[config.mk]
export PLATFORM = sky130hd
export DESIGN_NAME = collective_step_schedule
export DESIGN_NICKNAME = d
export VERILOG_FILES = /design/src/sv/css_pkg.sv /design/src/sv/collective_step_schedule.sv /design/src/sv/css_front.sv /design/src/sv/css_queue.sv /design/src/sv/css_back.sv
export SDC_FILE = /design/constraint.sdc
export NUM_CORES = 1
export LEC_CHECK = 0
export CAP_MARGIN = 20
export CORE_ASPECT_RATIO = 2
export CORE_UTILIZATION = 60
export CTS_CLUSTER_DIAMETER = 200
export DETAILED_ROUTE_END_ITERATION = 8
export DONT_BUFFER_PORTS = 1
export GPL_TIMING_DRIVEN = 0
export MAX_ROUTING_LAYER = met4
export PLACE_DENSITY = 0.86
export SLEW_MARGIN = 10
export SYNTH_ARGS = -nofsm -noshare
export SYNTH_HDL_FRONTEND = slang
export SYNTH_HIERARCHICAL = 1
export SYNTH_SLANG_ARGS = --single-unit
[constraint.sdc]
create_clock -name aclk -period 11.72 [get_ports aclk]
set_input_delay 2.344 -clock aclk [delete_from_list [all_inputs] [get_ports aclk]]
set_output_delay 2.344 -clock aclk [all_outputs]
set_load 0.01 [all_outputs]
[src/sv/css_pkg.sv]
// Shared types and codes for the collective step schedule block.
package css_pkg;

    // Collective algorithm selected by the mode register.
    typedef enum logic [1:0] {
        MODE_RING_ALLGATHER = 2'd0,
        MODE_RING_REDSCAT   = 2'd1,
        MODE_RING_ALLREDUCE = 2'd2,
        MODE_HD_ALLREDUCE   = 2'd3
    } css_mode_t;

    // Configuration register indexes.
    typedef enum logic [1:0] {
        REG_LOCAL_RANK  = 2'd0,
        REG_GROUP_SIZE  = 2'd1,
        REG_CHUNK_BYTES = 2'd2,
        REG_MODE        = 2'd3
    } css_reg_t;

    // How the back end forms the byte count of a step.
    typedef enum logic [1:0] {
        BYTES_NONE    = 2'd0,
        BYTES_CHUNK   = 2'd1,
        BYTES_SHIFTED = 2'd2
    } css_bytes_t;

    localparam int unsigned RANK_W  = 10;
    localparam int unsigned GROUP_W = 11;
    localparam int unsigned CHUNK_W = 32;
    localparam int unsigned STEP_W  = 11;
    localparam int unsigned BYTES_W = 42;
    localparam int unsigned PROD_W  = CHUNK_W + GROUP_W;
    localparam int unsigned SHIFT_W = 4;

    // Configuration as seen by the front and back ends.
    typedef struct packed {
        logic [RANK_W-1:0]  local_rank;
        logic [GROUP_W-1:0] group_size;   // already limited to the rank capacity
        logic [CHUNK_W-1:0] chunk_bytes;
        css_mode_t          mode;
    } css_setup_t;

    // Classified step, queued between the front and the back end.
    typedef struct packed {
        logic              recv_valid;
        logic [RANK_W-1:0] recv_peer;
        logic              send_valid;
        logic [RANK_W-1:0] send_peer;
        css_bytes_t        bytes_kind;
        logic [SHIFT_W-1:0] bytes_shift;
        logic              final_step;
        logic              out_of_range;
    } css_entry_t;

endpackage

[src/sv/collective_step_schedule.sv]
// A request passes through the queue and the back-end registers s1 and s2
// before its result is presented. One request per cycle while the output is not
// stalled; the chunk-times-group multiply is registered in s1, ahead of the s2 output.
// Reset (synchronous, active low) restores the registers to rank 0, group
// size 2, chunk 0, ring allgather, and empties the queue and the back end.
// There is no stored table, so no clearing pass follows reset.
module collective_step_schedule #(
    parameter int unsigned MAX_RANKS = 1024
) (
    input  logic        aclk,
    input  logic        aresetn,

    input  logic        cfg_wr_en,
    input  logic [1:0]  cfg_index,
    input  logic [31:0] cfg_wr_data,

    input  logic        s_tvalid,
    output logic        s_tready,
    input  logic [15:0] s_tdata,     // [10:0] step_index, [15:11] zero

    output logic        m_tvalid,
    input  logic        m_tready,
    output logic [63:0] m_tdata,     // [0] recv_valid, [10:1] recv_peer,
                                     // [11] send_valid, [21:12] send_peer,
                                     // [63:22] byte_count
    output logic        m_tlast,     // final_step
    output logic [0:0]  m_tuser      // [0] out_of_range
);

    // Configuration registers. The user must change them only while the block is idle
    // (the block itself does not enforce this), and both ends read them directly.
    logic [9:0]          local_rank_reg;
    logic [10:0]         group_size_reg;
    logic [31:0]         chunk_bytes_reg;
    css_pkg::css_mode_t  mode_reg;

    always_ff @(posedge aclk) begin
        if (!aresetn) begin
            local_rank_reg  <= 10'd0;
            group_size_reg  <= 11'd2;
            chunk_bytes_reg <= 32'd0;
            mode_reg        <= css_pkg::MODE_RING_ALLGATHER;
        end else if (cfg_wr_en) begin
            unique case (cfg_index)
                css_pkg::REG_LOCAL_RANK:  local_rank_reg  <= cfg_wr_data[9:0];
                css_pkg::REG_GROUP_SIZE:  group_size_reg  <= cfg_wr_data[10:0];
                css_pkg::REG_CHUNK_BYTES: chunk_bytes_reg <= cfg_wr_data;
                css_pkg::REG_MODE:        mode_reg <= css_pkg::css_mode_t'(cfg_wr_data[1:0]);
                default: ;
            endcase
        end
    end

    // A group size beyond the rank capacity is treated as the capacity.
    css_pkg::css_setup_t setup;
    logic                too_big;

    assign too_big = ({5'd0, group_size_reg} > 16'(MAX_RANKS));

    always_comb begin
        setup.local_rank  = local_rank_reg;
        setup.group_size  = too_big ? 11'(MAX_RANKS) : group_size_reg;
        setup.chunk_bytes = chunk_bytes_reg;
        setup.mode        = mode_reg;
    end

    // Front end: classify the step as soon as the request arrives.
    css_pkg::css_entry_t front_entry;

    css_front u_front (
        .setup      (setup),
        .step_index (s_tdata[10:0]),
        .entry      (front_entry)
    );

    // Short queue so that a stalled output does not stop request intake at once.
    logic                q_valid;
    logic                q_ready;
    css_pkg::css_entry_t q_entry;

    css_queue u_queue (
        .aclk      (aclk),
        .aresetn   (aresetn),
        .in_valid  (s_tvalid),
        .in_ready  (s_tready),
        .in_entry  (front_entry),
        .out_valid (q_valid),
        .out_ready (q_ready),
        .out_entry (q_entry)
    );

    // Back end: byte count and the output register.
    css_pkg::css_entry_t out_entry;
    logic [41:0]         out_bytes;

    css_back u_back (
        .aclk      (aclk),
        .aresetn   (aresetn),
        .setup     (setup),
        .in_valid  (q_valid),
        .in_ready  (q_ready),
        .in_entry  (q_entry),
        .out_valid (m_tvalid),
        .out_ready (m_tready),
        .out_entry (out_entry),
        .out_bytes (out_bytes)
    );

    // Pack the result. Peers and the byte count are already zero in steps
    // that do not use them.
    assign m_tdata = {out_bytes,
                      out_entry.send_peer,
                      out_entry.send_valid,
                      out_entry.recv_peer,
                      out_entry.recv_valid};
    assign m_tlast = out_entry.final_step;
    assign m_tuser = out_entry.out_of_range;

endmodule

[src/sv/css_front.sv]
// Front end: classifies a step query into peers, flags and a byte-count recipe.
module css_front (
    input  css_pkg::css_setup_t           setup,
    input  logic [css_pkg::STEP_W-1:0]    step_index,
    output css_pkg::css_entry_t           entry
);

    logic [3:0]  lg;
    logic [10:0] pw;
    logic [10:0] r;
    logic [10:0] twor;
    logic        has_align;
    logic [10:0] p;
    logic [10:0] rank11;
    logic        grp_ok;
    logic [11:0] len;
    logic [11:0] step12;
    logic        oor;
    logic [10:0] ring_rp;
    logic [10:0] ring_sp;
    logic        low;
    logic [9:0]  mate;
    logic [4:0]  k;
    logic [4:0]  j5;
    logic [4:0]  lg5;
    logic [4:0]  e5;
    logic [3:0]  e;
    logic [10:0] nr;
    logic [10:0] nn;
    logic [10:0] hd_peer;

    assign p      = setup.group_size;
    assign rank11 = {1'b0, setup.local_rank};
    assign step12 = {1'b0, step_index};

    // Highest set bit of the group size gives log2 of the power-of-two core.
    always_comb begin
        lg = '0;
        for (int i = 0; i < 11; i++) begin
            if (p[i]) begin
                lg = 4'(i);
            end
        end
    end

    assign pw        = 11'd1 << lg;
    assign r         = p - pw;
    assign has_align = (r != 11'd0);
    assign twor      = {r[9:0], 1'b0};
    assign grp_ok    = (p >= 11'd2) && (rank11 < p);

    always_comb begin
        unique case (setup.mode)
            css_pkg::MODE_HD_ALLREDUCE:
                len = 12'({lg, 1'b0}) + (has_align ? 12'd3 : 12'd0);
            css_pkg::MODE_RING_ALLREDUCE:
                len = {p, 1'b0} - 12'd2;
            css_pkg::MODE_RING_ALLGATHER,
            css_pkg::MODE_RING_REDSCAT:
                len = {1'b0, p} - 12'd1;
            default:
                len = '0;
        endcase
        if (!grp_ok) begin
            len = '0;
        end
    end

    assign oor = (step12 >= len);

    // Ring neighbors, wrapping around the group.
    assign ring_rp = (rank11 == 11'd0) ? (p - 11'd1) : (rank11 - 11'd1);
    assign ring_sp = ((rank11 + 11'd1) == p) ? 11'd0 : (rank11 + 11'd1);

    // Halving-doubling: partner lookup on the renumbered power-of-two core.
    assign low  = (rank11 < twor);
    assign mate = setup.local_rank ^ 10'd1;
    assign k    = step_index[4:0];
    assign j5   = has_align ? (k - 5'd2) : k;
    assign lg5  = {1'b0, lg};
    assign e5   = (j5 < lg5) ? j5 : ({lg5[3:0], 1'b0} - 5'd1 - j5);
    assign e    = e5[3:0];
    assign nr   = low ? {2'b00, setup.local_rank[9:1]} : (rank11 - r);
    assign nn   = nr ^ (11'd1 << e);
    assign hd_peer = (nn < r) ? {nn[9:0], 1'b0} : (nn + r);

    always_comb begin
        entry = '0;
        entry.bytes_kind = css_pkg::BYTES_NONE;
        priority if (oor) begin
            entry.out_of_range = 1'b1;
        end else if (setup.mode != css_pkg::MODE_HD_ALLREDUCE) begin
            entry.recv_valid = 1'b1;
            entry.recv_peer  = ring_rp[9:0];
            entry.send_valid = 1'b1;
            entry.send_peer  = ring_sp[9:0];
            entry.bytes_kind = css_pkg::BYTES_CHUNK;
        end else if (has_align && (k < 5'd2)) begin
            // Fold-in: paired extra ranks swap halves, then the odd rank hands its half to the even neighbor.
            if (low) begin
                if (k == 5'd0) begin
                    entry.recv_valid  = 1'b1;
                    entry.recv_peer   = mate;
                    entry.send_valid  = 1'b1;
                    entry.send_peer   = mate;
                    entry.bytes_kind  = css_pkg::BYTES_SHIFTED;
                    entry.bytes_shift = 4'd1;
                end else if (setup.local_rank[0]) begin
                    entry.send_valid  = 1'b1;
                    entry.send_peer   = mate;
                    entry.bytes_kind  = css_pkg::BYTES_SHIFTED;
                    entry.bytes_shift = 4'd1;
                end else begin
                    entry.recv_valid = 1'b1;
                    entry.recv_peer  = mate;
                end
            end
        end else if (has_align && (step12 == (len - 12'd1))) begin
            // Fold-out: even ranks return the full result to the odd neighbor.
            if (low) begin
                if (setup.local_rank[0]) begin
                    entry.recv_valid = 1'b1;
                    entry.recv_peer  = mate;
                end else begin
                    entry.send_valid  = 1'b1;
                    entry.send_peer   = mate;
                    entry.bytes_kind  = css_pkg::BYTES_SHIFTED;
                    entry.bytes_shift = 4'd0;
                end
            end
        end else begin
            if (!low || !setup.local_rank[0]) begin
                entry.recv_valid  = 1'b1;
                entry.recv_peer   = hd_peer[9:0];
                entry.send_valid  = 1'b1;
                entry.send_peer   = hd_peer[9:0];
                entry.bytes_kind  = css_pkg::BYTES_SHIFTED;
                entry.bytes_shift = e + 4'd1;
            end
        end
        if (!oor) begin
            entry.final_step = (step12 == (len - 12'd1));
        end
    end

endmodule

[src/sv/css_queue.sv]
// Two-entry queue that decouples the front end from the back end.
module css_queue (
    input  logic                aclk,
    input  logic                aresetn,
    input  logic                in_valid,
    output logic                in_ready,
    input  css_pkg::css_entry_t in_entry,
    output logic                out_valid,
    input  logic                out_ready,
    output css_pkg::css_entry_t out_entry
);

    css_pkg::css_entry_t slot_reg [2];
    logic       wr_ptr_reg, wr_ptr_next;
    logic       rd_ptr_reg, rd_ptr_next;
    logic [1:0] count_reg, count_next;
    logic       push;
    logic       pop;

    assign in_ready  = (count_reg != 2'd2);
    assign out_valid = (count_reg != 2'd0);
    assign out_entry = slot_reg[rd_ptr_reg];
    assign push      = in_valid && in_ready;
    assign pop       = out_valid && out_ready;

    always_comb begin
        wr_ptr_next = push ? ~wr_ptr_reg : wr_ptr_reg;
        rd_ptr_next = pop ? ~rd_ptr_reg : rd_ptr_reg;
        count_next  = count_reg + {1'b0, push} - {1'b0, pop};
    end

    always_ff @(posedge aclk) begin
        if (!aresetn) begin
            wr_ptr_reg <= 1'b0;
            rd_ptr_reg <= 1'b0;
            count_reg  <= 2'd0;
        end else begin
            wr_ptr_reg <= wr_ptr_next;
            rd_ptr_reg <= rd_ptr_next;
            count_reg  <= count_next;
        end
    end

    always_ff @(posedge aclk) begin
        if (push) begin
            slot_reg[wr_ptr_reg] <= in_entry;
        end
    end

endmodule

[src/sv/css_back.sv]
// Back end: forms the byte count (the chunk, or the product shifted) and holds the result.
module css_back (
    input  logic                          aclk,
    input  logic                          aresetn,
    input  css_pkg::css_setup_t           setup,
    input  logic                          in_valid,
    output logic                          in_ready,
    input  css_pkg::css_entry_t           in_entry,
    output logic                          out_valid,
    input  logic                          out_ready,
    output css_pkg::css_entry_t           out_entry,
    output logic [css_pkg::BYTES_W-1:0]   out_bytes
);

    logic                              s1_valid_reg, s1_valid_next;
    css_pkg::css_entry_t               s1_entry_reg;
    logic [css_pkg::PROD_W-1:0]        s1_prod_reg;
    logic                              s2_valid_reg, s2_valid_next;
    css_pkg::css_entry_t               s2_entry_reg;
    logic [css_pkg::BYTES_W-1:0]       s2_bytes_reg, s2_bytes_next;
    logic [css_pkg::PROD_W-1:0]        prod_next;
    logic [css_pkg::PROD_W-1:0]        shifted;
    logic                              s2_ready;
    logic                              s1_ready;

    assign s2_ready = !s2_valid_reg || out_ready;
    assign s1_ready = !s1_valid_reg || s2_ready;
    assign in_ready = s1_ready;

    // Whole-message size c*p; the shift picks its share for the step.
    assign prod_next = css_pkg::PROD_W'(setup.chunk_bytes)
                     * css_pkg::PROD_W'(setup.group_size);
    assign shifted   = s1_prod_reg >> s1_entry_reg.bytes_shift;

    always_comb begin
        unique case (s1_entry_reg.bytes_kind)
            css_pkg::BYTES_CHUNK:
                s2_bytes_next = css_pkg::BYTES_W'(setup.chunk_bytes);
            css_pkg::BYTES_SHIFTED:
                s2_bytes_next = shifted[css_pkg::BYTES_W-1:0];
            default:
                s2_bytes_next = '0;
        endcase
    end

    always_comb begin
        s1_valid_next = s1_ready ? in_valid : s1_valid_reg;
        s2_valid_next = s2_ready ? s1_valid_reg : s2_valid_reg;
    end

    always_ff @(posedge aclk) begin
        if (!aresetn) begin
            s1_valid_reg <= 1'b0;
            s2_valid_reg <= 1'b0;
        end else begin
            s1_valid_reg <= s1_valid_next;
            s2_valid_reg <= s2_valid_next;
        end
    end

    always_ff @(posedge aclk) begin
        if (s1_ready && in_valid) begin
            s1_entry_reg <= in_entry;
            s1_prod_reg  <= prod_next;
        end
        if (s2_ready && s1_valid_reg) begin
            s2_entry_reg <= s1_entry_reg;
            s2_bytes_reg <= s2_bytes_next;
        end
    end

    assign out_valid = s2_valid_reg;
    assign out_entry = s2_entry_reg;
    assign out_bytes = s2_bytes_reg;

endmodule
==> results.md, run 1 <==
* Share of cells above drive strength 1 at 0.0809
* CTS Buf Count at 24
* Flop pwr share at 0.354
* Crit path kind: reg2reg
* Critical path fanouts, max at 10
* WP data arrival at 11640 ps
* Number of global-route vias before repair at between 20000 and 30000
* Global route overflow at 0
* Clock Path Buffers at 3
* Root Driver: clkbuf_16
* FF/Latch Area at 7220 um^2
* R2R Path Start: group_size_reg[10]
* Overall power at around 4.1 mW
* Syn_nets at 3487
* Hold EP: u_back/out_entry[12]
* Hold_sp: u_back/s1_entry_reg[12]
* Switch share at 0.419
* Htree depth at 1
* Path depth of the worst reg2reg path at between 40 and 50
* # IOs at between 100 and 150
* Worst-margin pin slew at around 1100 ps
* Min-Delay Path Class: reg2reg
* Worst-skew pair later-pin latency at about 540 ps
* Min Tclk post-route at 11390 ps
* Critical path startpoint: group_size_reg[10]
* Synth Cell Area at 28000 um^2
* Pre-antenna DRT Iters at 6
* Max stage delay on crit path at ~580 ps
* Reg clk slew, reported paths at 70 ps
* Detailed Place HPWL at between 80 and 90 mm
* Final ANT Viol Nets at 0
* DRC Markers at 0
* DRT Wirelength at just over 100 mm
* Die height at 308 um
* Syn-to-layout area delta at 7.34%
* Final GP Congestion at approximately 1.0
* Max IR drop VDD at ~0.13 mV
* Pin count of the biggest net entering global routing at between 50 and 60
* Max FFs per register at 60
* Final Slew Violations at 0
* Part of the power in the clock network at 0.185
* CTS tree: done
* FF-to-FF End: u_queue/slot_reg[1][24]
* Final Hold Fails at 0
* Combinational power share at 0.461
* Worst path bufs/invs at 8
* WL per Instance at ~28 um
* Critical Path Start Type: flip-flop
* Critical Path Slowest Stage Cell: o32ai_1
* Final Skew at 15.0 ps
* Internal cell power at about 2.4 mW
* Post-Syn Instances at between 2000 and 3000
* Initial DRC count at about 1500
* Placed insts at ~3600
* Core area at between 40000 and 50000 um^2
* Initial core utilization at 0.610
* Critical Path RT at 11960 ps
* Outcome: completed
* Max-Slew Margin vs Limit at 0.264
* Die Span X at roughly 150 um
* Setup TNS at 0 ps
* Area of the multi-input gates at ~19000 um^2
* Max-cap viol count at 0
* Crit. End Element: flip-flop
* Final setup fails at 0
* Synth warn at 6
* Internal reg-to-reg setup slack at roughly 330 ps
* Leak at about 13 nW
* Buffers added on ports at 0
* Global-route wire length before repair at approximately 150 mm
* Hold Crit Depth at 0
* DR vias at between 20000 and 25000
* Gr usage total at 0.452
* Post-layout net count at 3535
* Cell family with most CP delay: compound AO/OA/AOI/OAI gates
* Pwr dens at roughly 140 nW/um^2
* Final critical-path share of the clock period at 0.972
* Layout fillers at between 3000 and 4000
* Initial antenna violation count at 7
* Post-Layout Cell Count at roughly 3700
* Worst setup margin at 325 ps
* P_sw at ~1.7 mW
* Row cnt at between 100 and 150
* Fmax at between 80 and 90 MHz
* Pre-CTS setup slack at -1850 ps
* Syn Area/Cell at around 9.4 um^2
* CTS sink cnt at between 200 and 300
* Die area at about 48000 um^2
* DR vias/cell at around 6.4
worst reg2reg max path: cells and delay by family, from the launching register on:
family | cells | cell delay [ps]
AO/OA/AOI/OAI | 16 | 4310
XOR/XNOR | 3 | 730
adder cells (fa/ha/maj) | 4 | 1390
buffers and inverters | 8 | 1590
flip-flops | 1 | 320
multiplexers | 1 | 230
AND/OR/NAND/NOR | 12 | 2540
power by group through the flow:
stage          Clock (mW)  Combinational, mW  Sequential [mW]
3_3_place_gp            0               1.74             1.47
2_1_floorplan           0               1.26             1.41
3_5_place_dp            0               1.79             1.47
6_report            0.762               1.90             1.46
5_1_grt             0.805               2.02             1.47
4_1_cts             0.771               1.83             1.45
metal layers:
layer	up-vias	track usage	routed length, um
li1	10200	-	-
met1	11500	0.371	28600
met2	1218	0.774	51200
met3	653	0.106	7280
met4	0	0.512	14500
met5	-	-	0
through the flow:
| stage | hold slack [ps] | area, um^2 | utilization |
|---|---|---|---|
| 6_report | 418 | 30100 | 0.655 |
| 5_1_grt | 425 | 30100 | 0.655 |
| 4_1_cts | 416 | 29900 | 0.650 |
| 3_5_place_dp | 405 | 29000 | 0.630 |
| 3_3_place_gp | 404 | 28800 | 0.627 |
| 2_1_floorplan | 400 | 28000 | - |
worst max-delay path by stage:
stage                               to  slack (ps)  depth (start not counted)
2_1_floorplan  u_queue/slot_reg[0][24]        2010                         46
3_3_place_gp   u_queue/slot_reg[0][27]       -2550                         43
3_5_place_dp   u_queue/slot_reg[1][27]       -1850                         43
4_1_cts        u_queue/slot_reg[1][16]          70                         47
5_1_grt        u_queue/slot_reg[1][28]         -30                         48
6_report       u_queue/slot_reg[1][24]         330                         44
repair_timing:
action / CTS / global route
buffers inserted: 4 / 11
resized for setup: 27 / 25
hold buffers: 0 / 0
pin swaps: 2 / 5
endpoints found under the setup margin: 40 / 40
gates cloned: 0 / 0
cell usage in the layout, fill, tap and decap left out, types with 11 or more instances in the layout:
cell type,count
a211oi_1,13
a21o_1,36
a21oi_1,131
a22oi_1,15
a31oi_1,19
and2_1,165
and3_1,11
buf_2,13
buf_4,25
buf_6,16
clkbuf_1,137
clkbuf_16,26
dfxtp_1,62
diode_2,11
edfxtp_1,199
fa_1,273
ha_1,173
inv_1,339
mux2_2,38
mux2i_1,110
mux4_2,24
nand2_1,452
nand2b_1,28
nand3_1,52
nand4_1,20
nor2_1,131
nor2b_1,18
nor3_1,30
o211ai_1,19
o21a_1,13
o21ai_0,84
o21bai_1,17
xnor2_1,67
xor2_1,42
final cells by class:
type / count / share of cell area
inverters: 345 / 0.0430
repair buffers: 22 / 0.00748
well taps: 621 / 0.0258
multi-input cells: 2199 / 0.629
clock buffers: 30 / 0.0221
diodes: 11 / 0.000914
plain buffers: 181 / 0.0281
flip-flops and latches: 261 / 0.240
clock inverters: 14 / 0.00357
Power figures use the tool's default switching activity.
==> run 2: changes to the inputs <==
--- a/config.mk
+++ b/config.mk
@@ -7,8 +7,10 @@
 export LEC_CHECK = 0
 export CAP_MARGIN = 20
 export CORE_ASPECT_RATIO = 2
+export CORE_MARGIN = 2
 export CORE_UTILIZATION = 60
 export CTS_CLUSTER_DIAMETER = 200
+export CTS_CLUSTER_SIZE = 30
 export DETAILED_ROUTE_END_ITERATION = 8
 export DONT_BUFFER_PORTS = 1
 export GPL_TIMING_DRIVEN = 0
==> run 2 against run 1 <==
Against the previous run:
- routed wire length shrank 17%
- combinational power fell by 4%
- register-to-register slack better by 230 ps
- count of clock-buffer cells in the layout shrank 11
- final cell count fell by 0.90%
==> results.md, run 2 (synthesis results as in run 1) <==
* Pwr dens at between 100 and 150 nW/um^2
* P_sw at roughly 1.6 mW
* Crit path kind: reg2reg
* Pin count of the biggest net entering global routing at 50
* Initial DRC count at 2036
* Layout fillers at roughly 3800
* FF-to-FF End: u_queue/slot_reg[1][28]
* RSZ-0062 raised after global routing: no
* Dpl cell area at slightly below 30000 um^2
* Detailed Place HPWL at slightly below 70 mm
* WP data arrival at ~11000 ps
* CTS Hold Bufs at 0
* Part of the power in the clock network at 0.131
* Die Span X at roughly 160 um
* Hold Crit Depth at 0
* Hold_sp: u_back/s1_entry_reg[28]
* Min-Delay Path Class: reg2reg
* Leak at approximately 13 nW
* Switch share at 0.420
* Gr usage total at 0.361
* Most common cell after layout, fill and taps aside: nand2_1
* Root Driver: clkbuf_16
* Path depth of the worst reg2reg path at between 40 and 50
* Final Hold Fails at 0
* Hold WS at roughly 430 ps
* Max stage delay on crit path at ~780 ps
* DR vias at 22700
* Max-Slew Margin vs Limit at 0.420
* Critical Path Start Type: flip-flop
* Worst-margin pin slew at 848 ps
* Initial core utilization at 0.605
* Internal cell power at ~2.2 mW
* CTS Buf Count at 12
* Global-route wire length before repair at 129 mm
* Number of global-route vias before repair at 22600
* Critical Path RT at between 10000 and 15000 ps
* R2R Path Start: group_size_reg[10]
* Final GP Congestion at between 1 and 1.5
* Post-layout net count at 3517
* # IOs at between 100 and 150
* Combinational power share at 0.486
* Die height at between 300 and 400 um
* Die area at 48600 um^2
* Final critical-path share of the clock period at 0.952
* Reg clk slew, reported paths at between 100 and 150 ps
* DRC Markers at 0
* DR vias/cell at ~6.2
* Htree depth at 1
* Post-route cell area at between 20000 and 30000 um^2
* Worst-skew pair later-pin latency at 510 ps
* Hold EP: u_back/out_entry[28]
* Critical path fanouts, max at 10
* Global route overflow at 0
* Crit. End Element: flip-flop
* Flop pwr share at 0.384
* Setup TNS at 0 ps
* CTS tree: done
* WL per Instance at 23.1 um
* Row cnt at 112
* Final ANT Viol Nets at 0
* Final Slew Violations at 0
* DRT Wirelength at between 80 and 90 mm
* Internal reg-to-reg setup slack at 560 ps
* Core area at approximately 46000 um^2
* Critical Path Slowest Stage Cell: a2111oi_0
* Max-cap viol count at 0
* Fmax at between 80 and 90 MHz
* CTS sink cnt at about 260
* Max IR drop VDD at 0.197 mV
* Buffers added on ports at 0
* Final setup fails at 0
* Outcome: completed
* Share of cells above drive strength 1 at 0.0682
* Final Skew at between 30 and 40 ps
* Most frequent cells in the layout: nand2_1 (452), inv_1 (339), fa_1 (273)
* Min Tclk post-route at around 11000 ps
* Clock Path Buffers at 3
* Syn-to-layout area delta at 5.25%
* Initial antenna violation count at 0
* Max FFs per register at 60
* Pre-antenna DRT Iters at 6
## run 2: cell types whose count changed in the layout (fill, tap and decap cells not counted), moves of 3 or more
cell | previous run | this run
buf_4 | 25 | 19
clkbuf_2 | 4 | 7
nor2b_4 | 7 | 4
xor2_2 | 4 | 1
diode_2 | 11 | 2
xor2_1 | 42 | 45
clkbuf_4 | 3 | 0
clkinv_4 | 4 | 0
clkbuf_16 | 26 | 13
## run 2: worst max path at each step
stage,from,end,slack [ps],depth (start not counted)
2_1_floorplan,group_size_reg[10],u_queue/slot_reg[0][24],2010,46
6_report,group_size_reg[10],u_queue/slot_reg[1][28],560,45
3_5_place_dp,group_size_reg[10],u_queue/slot_reg[1][28],-1030,45
3_3_place_gp,group_size_reg[10],u_queue/slot_reg[0][28],-1010,45
5_1_grt,group_size_reg[10],u_queue/slot_reg[1][28],4,45
4_1_cts,group_size_reg[10],u_queue/slot_reg[1][28],4,46
## run 2: final cells by class
class	count	area, um^2	share of cell area
flip-flops and latches	261	7220	0.244
diodes	2	5.00	0.000170
plain buffers	180	835	0.0283
repair buffers	17	175	0.00593
clock inverters	1	11.3	0.000381
well taps	627	785	0.0266
multi-input cells	2199	18900	0.639
inverters	345	1290	0.0439
clock buffers	19	348	0.0118
## run 2: critical path: cells and delay by family, from the launching register on
family                   cells  cell delay (ps)
AO/OA/AOI/OAI               15             3370
AND/OR/NAND/NOR             14             3180
buffers and inverters        7             1520
adder cells (fa/ha/maj)      4             1270
XOR/XNOR                     3              720
multiplexers                 2              480
flip-flops                   1              350
## run 2: timing repair
action                                  CTS  global route
endpoints found under the setup margin   40            40
pin swaps                                 1             4
gates resized for setup                  17            17
setup buffers                             0            10
endpoints found under the hold margin     0             0
## run 2: power groups by stage
stage	Combinational (mW)	Clock, mW	Sequential [mW]
2_1_floorplan	1.26	0	1.41
3_3_place_gp	1.70	0	1.47
3_5_place_dp	1.76	0	1.46
4_1_cts	1.77	0.498	1.44
5_1_grt	1.96	0.520	1.46
6_report	1.82	0.491	1.44
## run 2: metrics by stage
step	total power [mW]	cells	setup slack [ps]	util
detailed placement	3.22	3620	-1030	0.624
global placement	3.17	3613	-1010	0.622
finish	3.76	3651	560	0.636
global route	3.95	3649	3.88	0.636
CTS	3.71	3640	3.54	0.633
floorplan	2.67	2986	2010	-
## run 2: routing by layer
layer / wire [um] / GRT usage
met2: 40400 / 0.579
met5: 0 / -
met4: 4980 / 0.176
met1: 31400 / 0.455
met3: 7410 / 0.0415
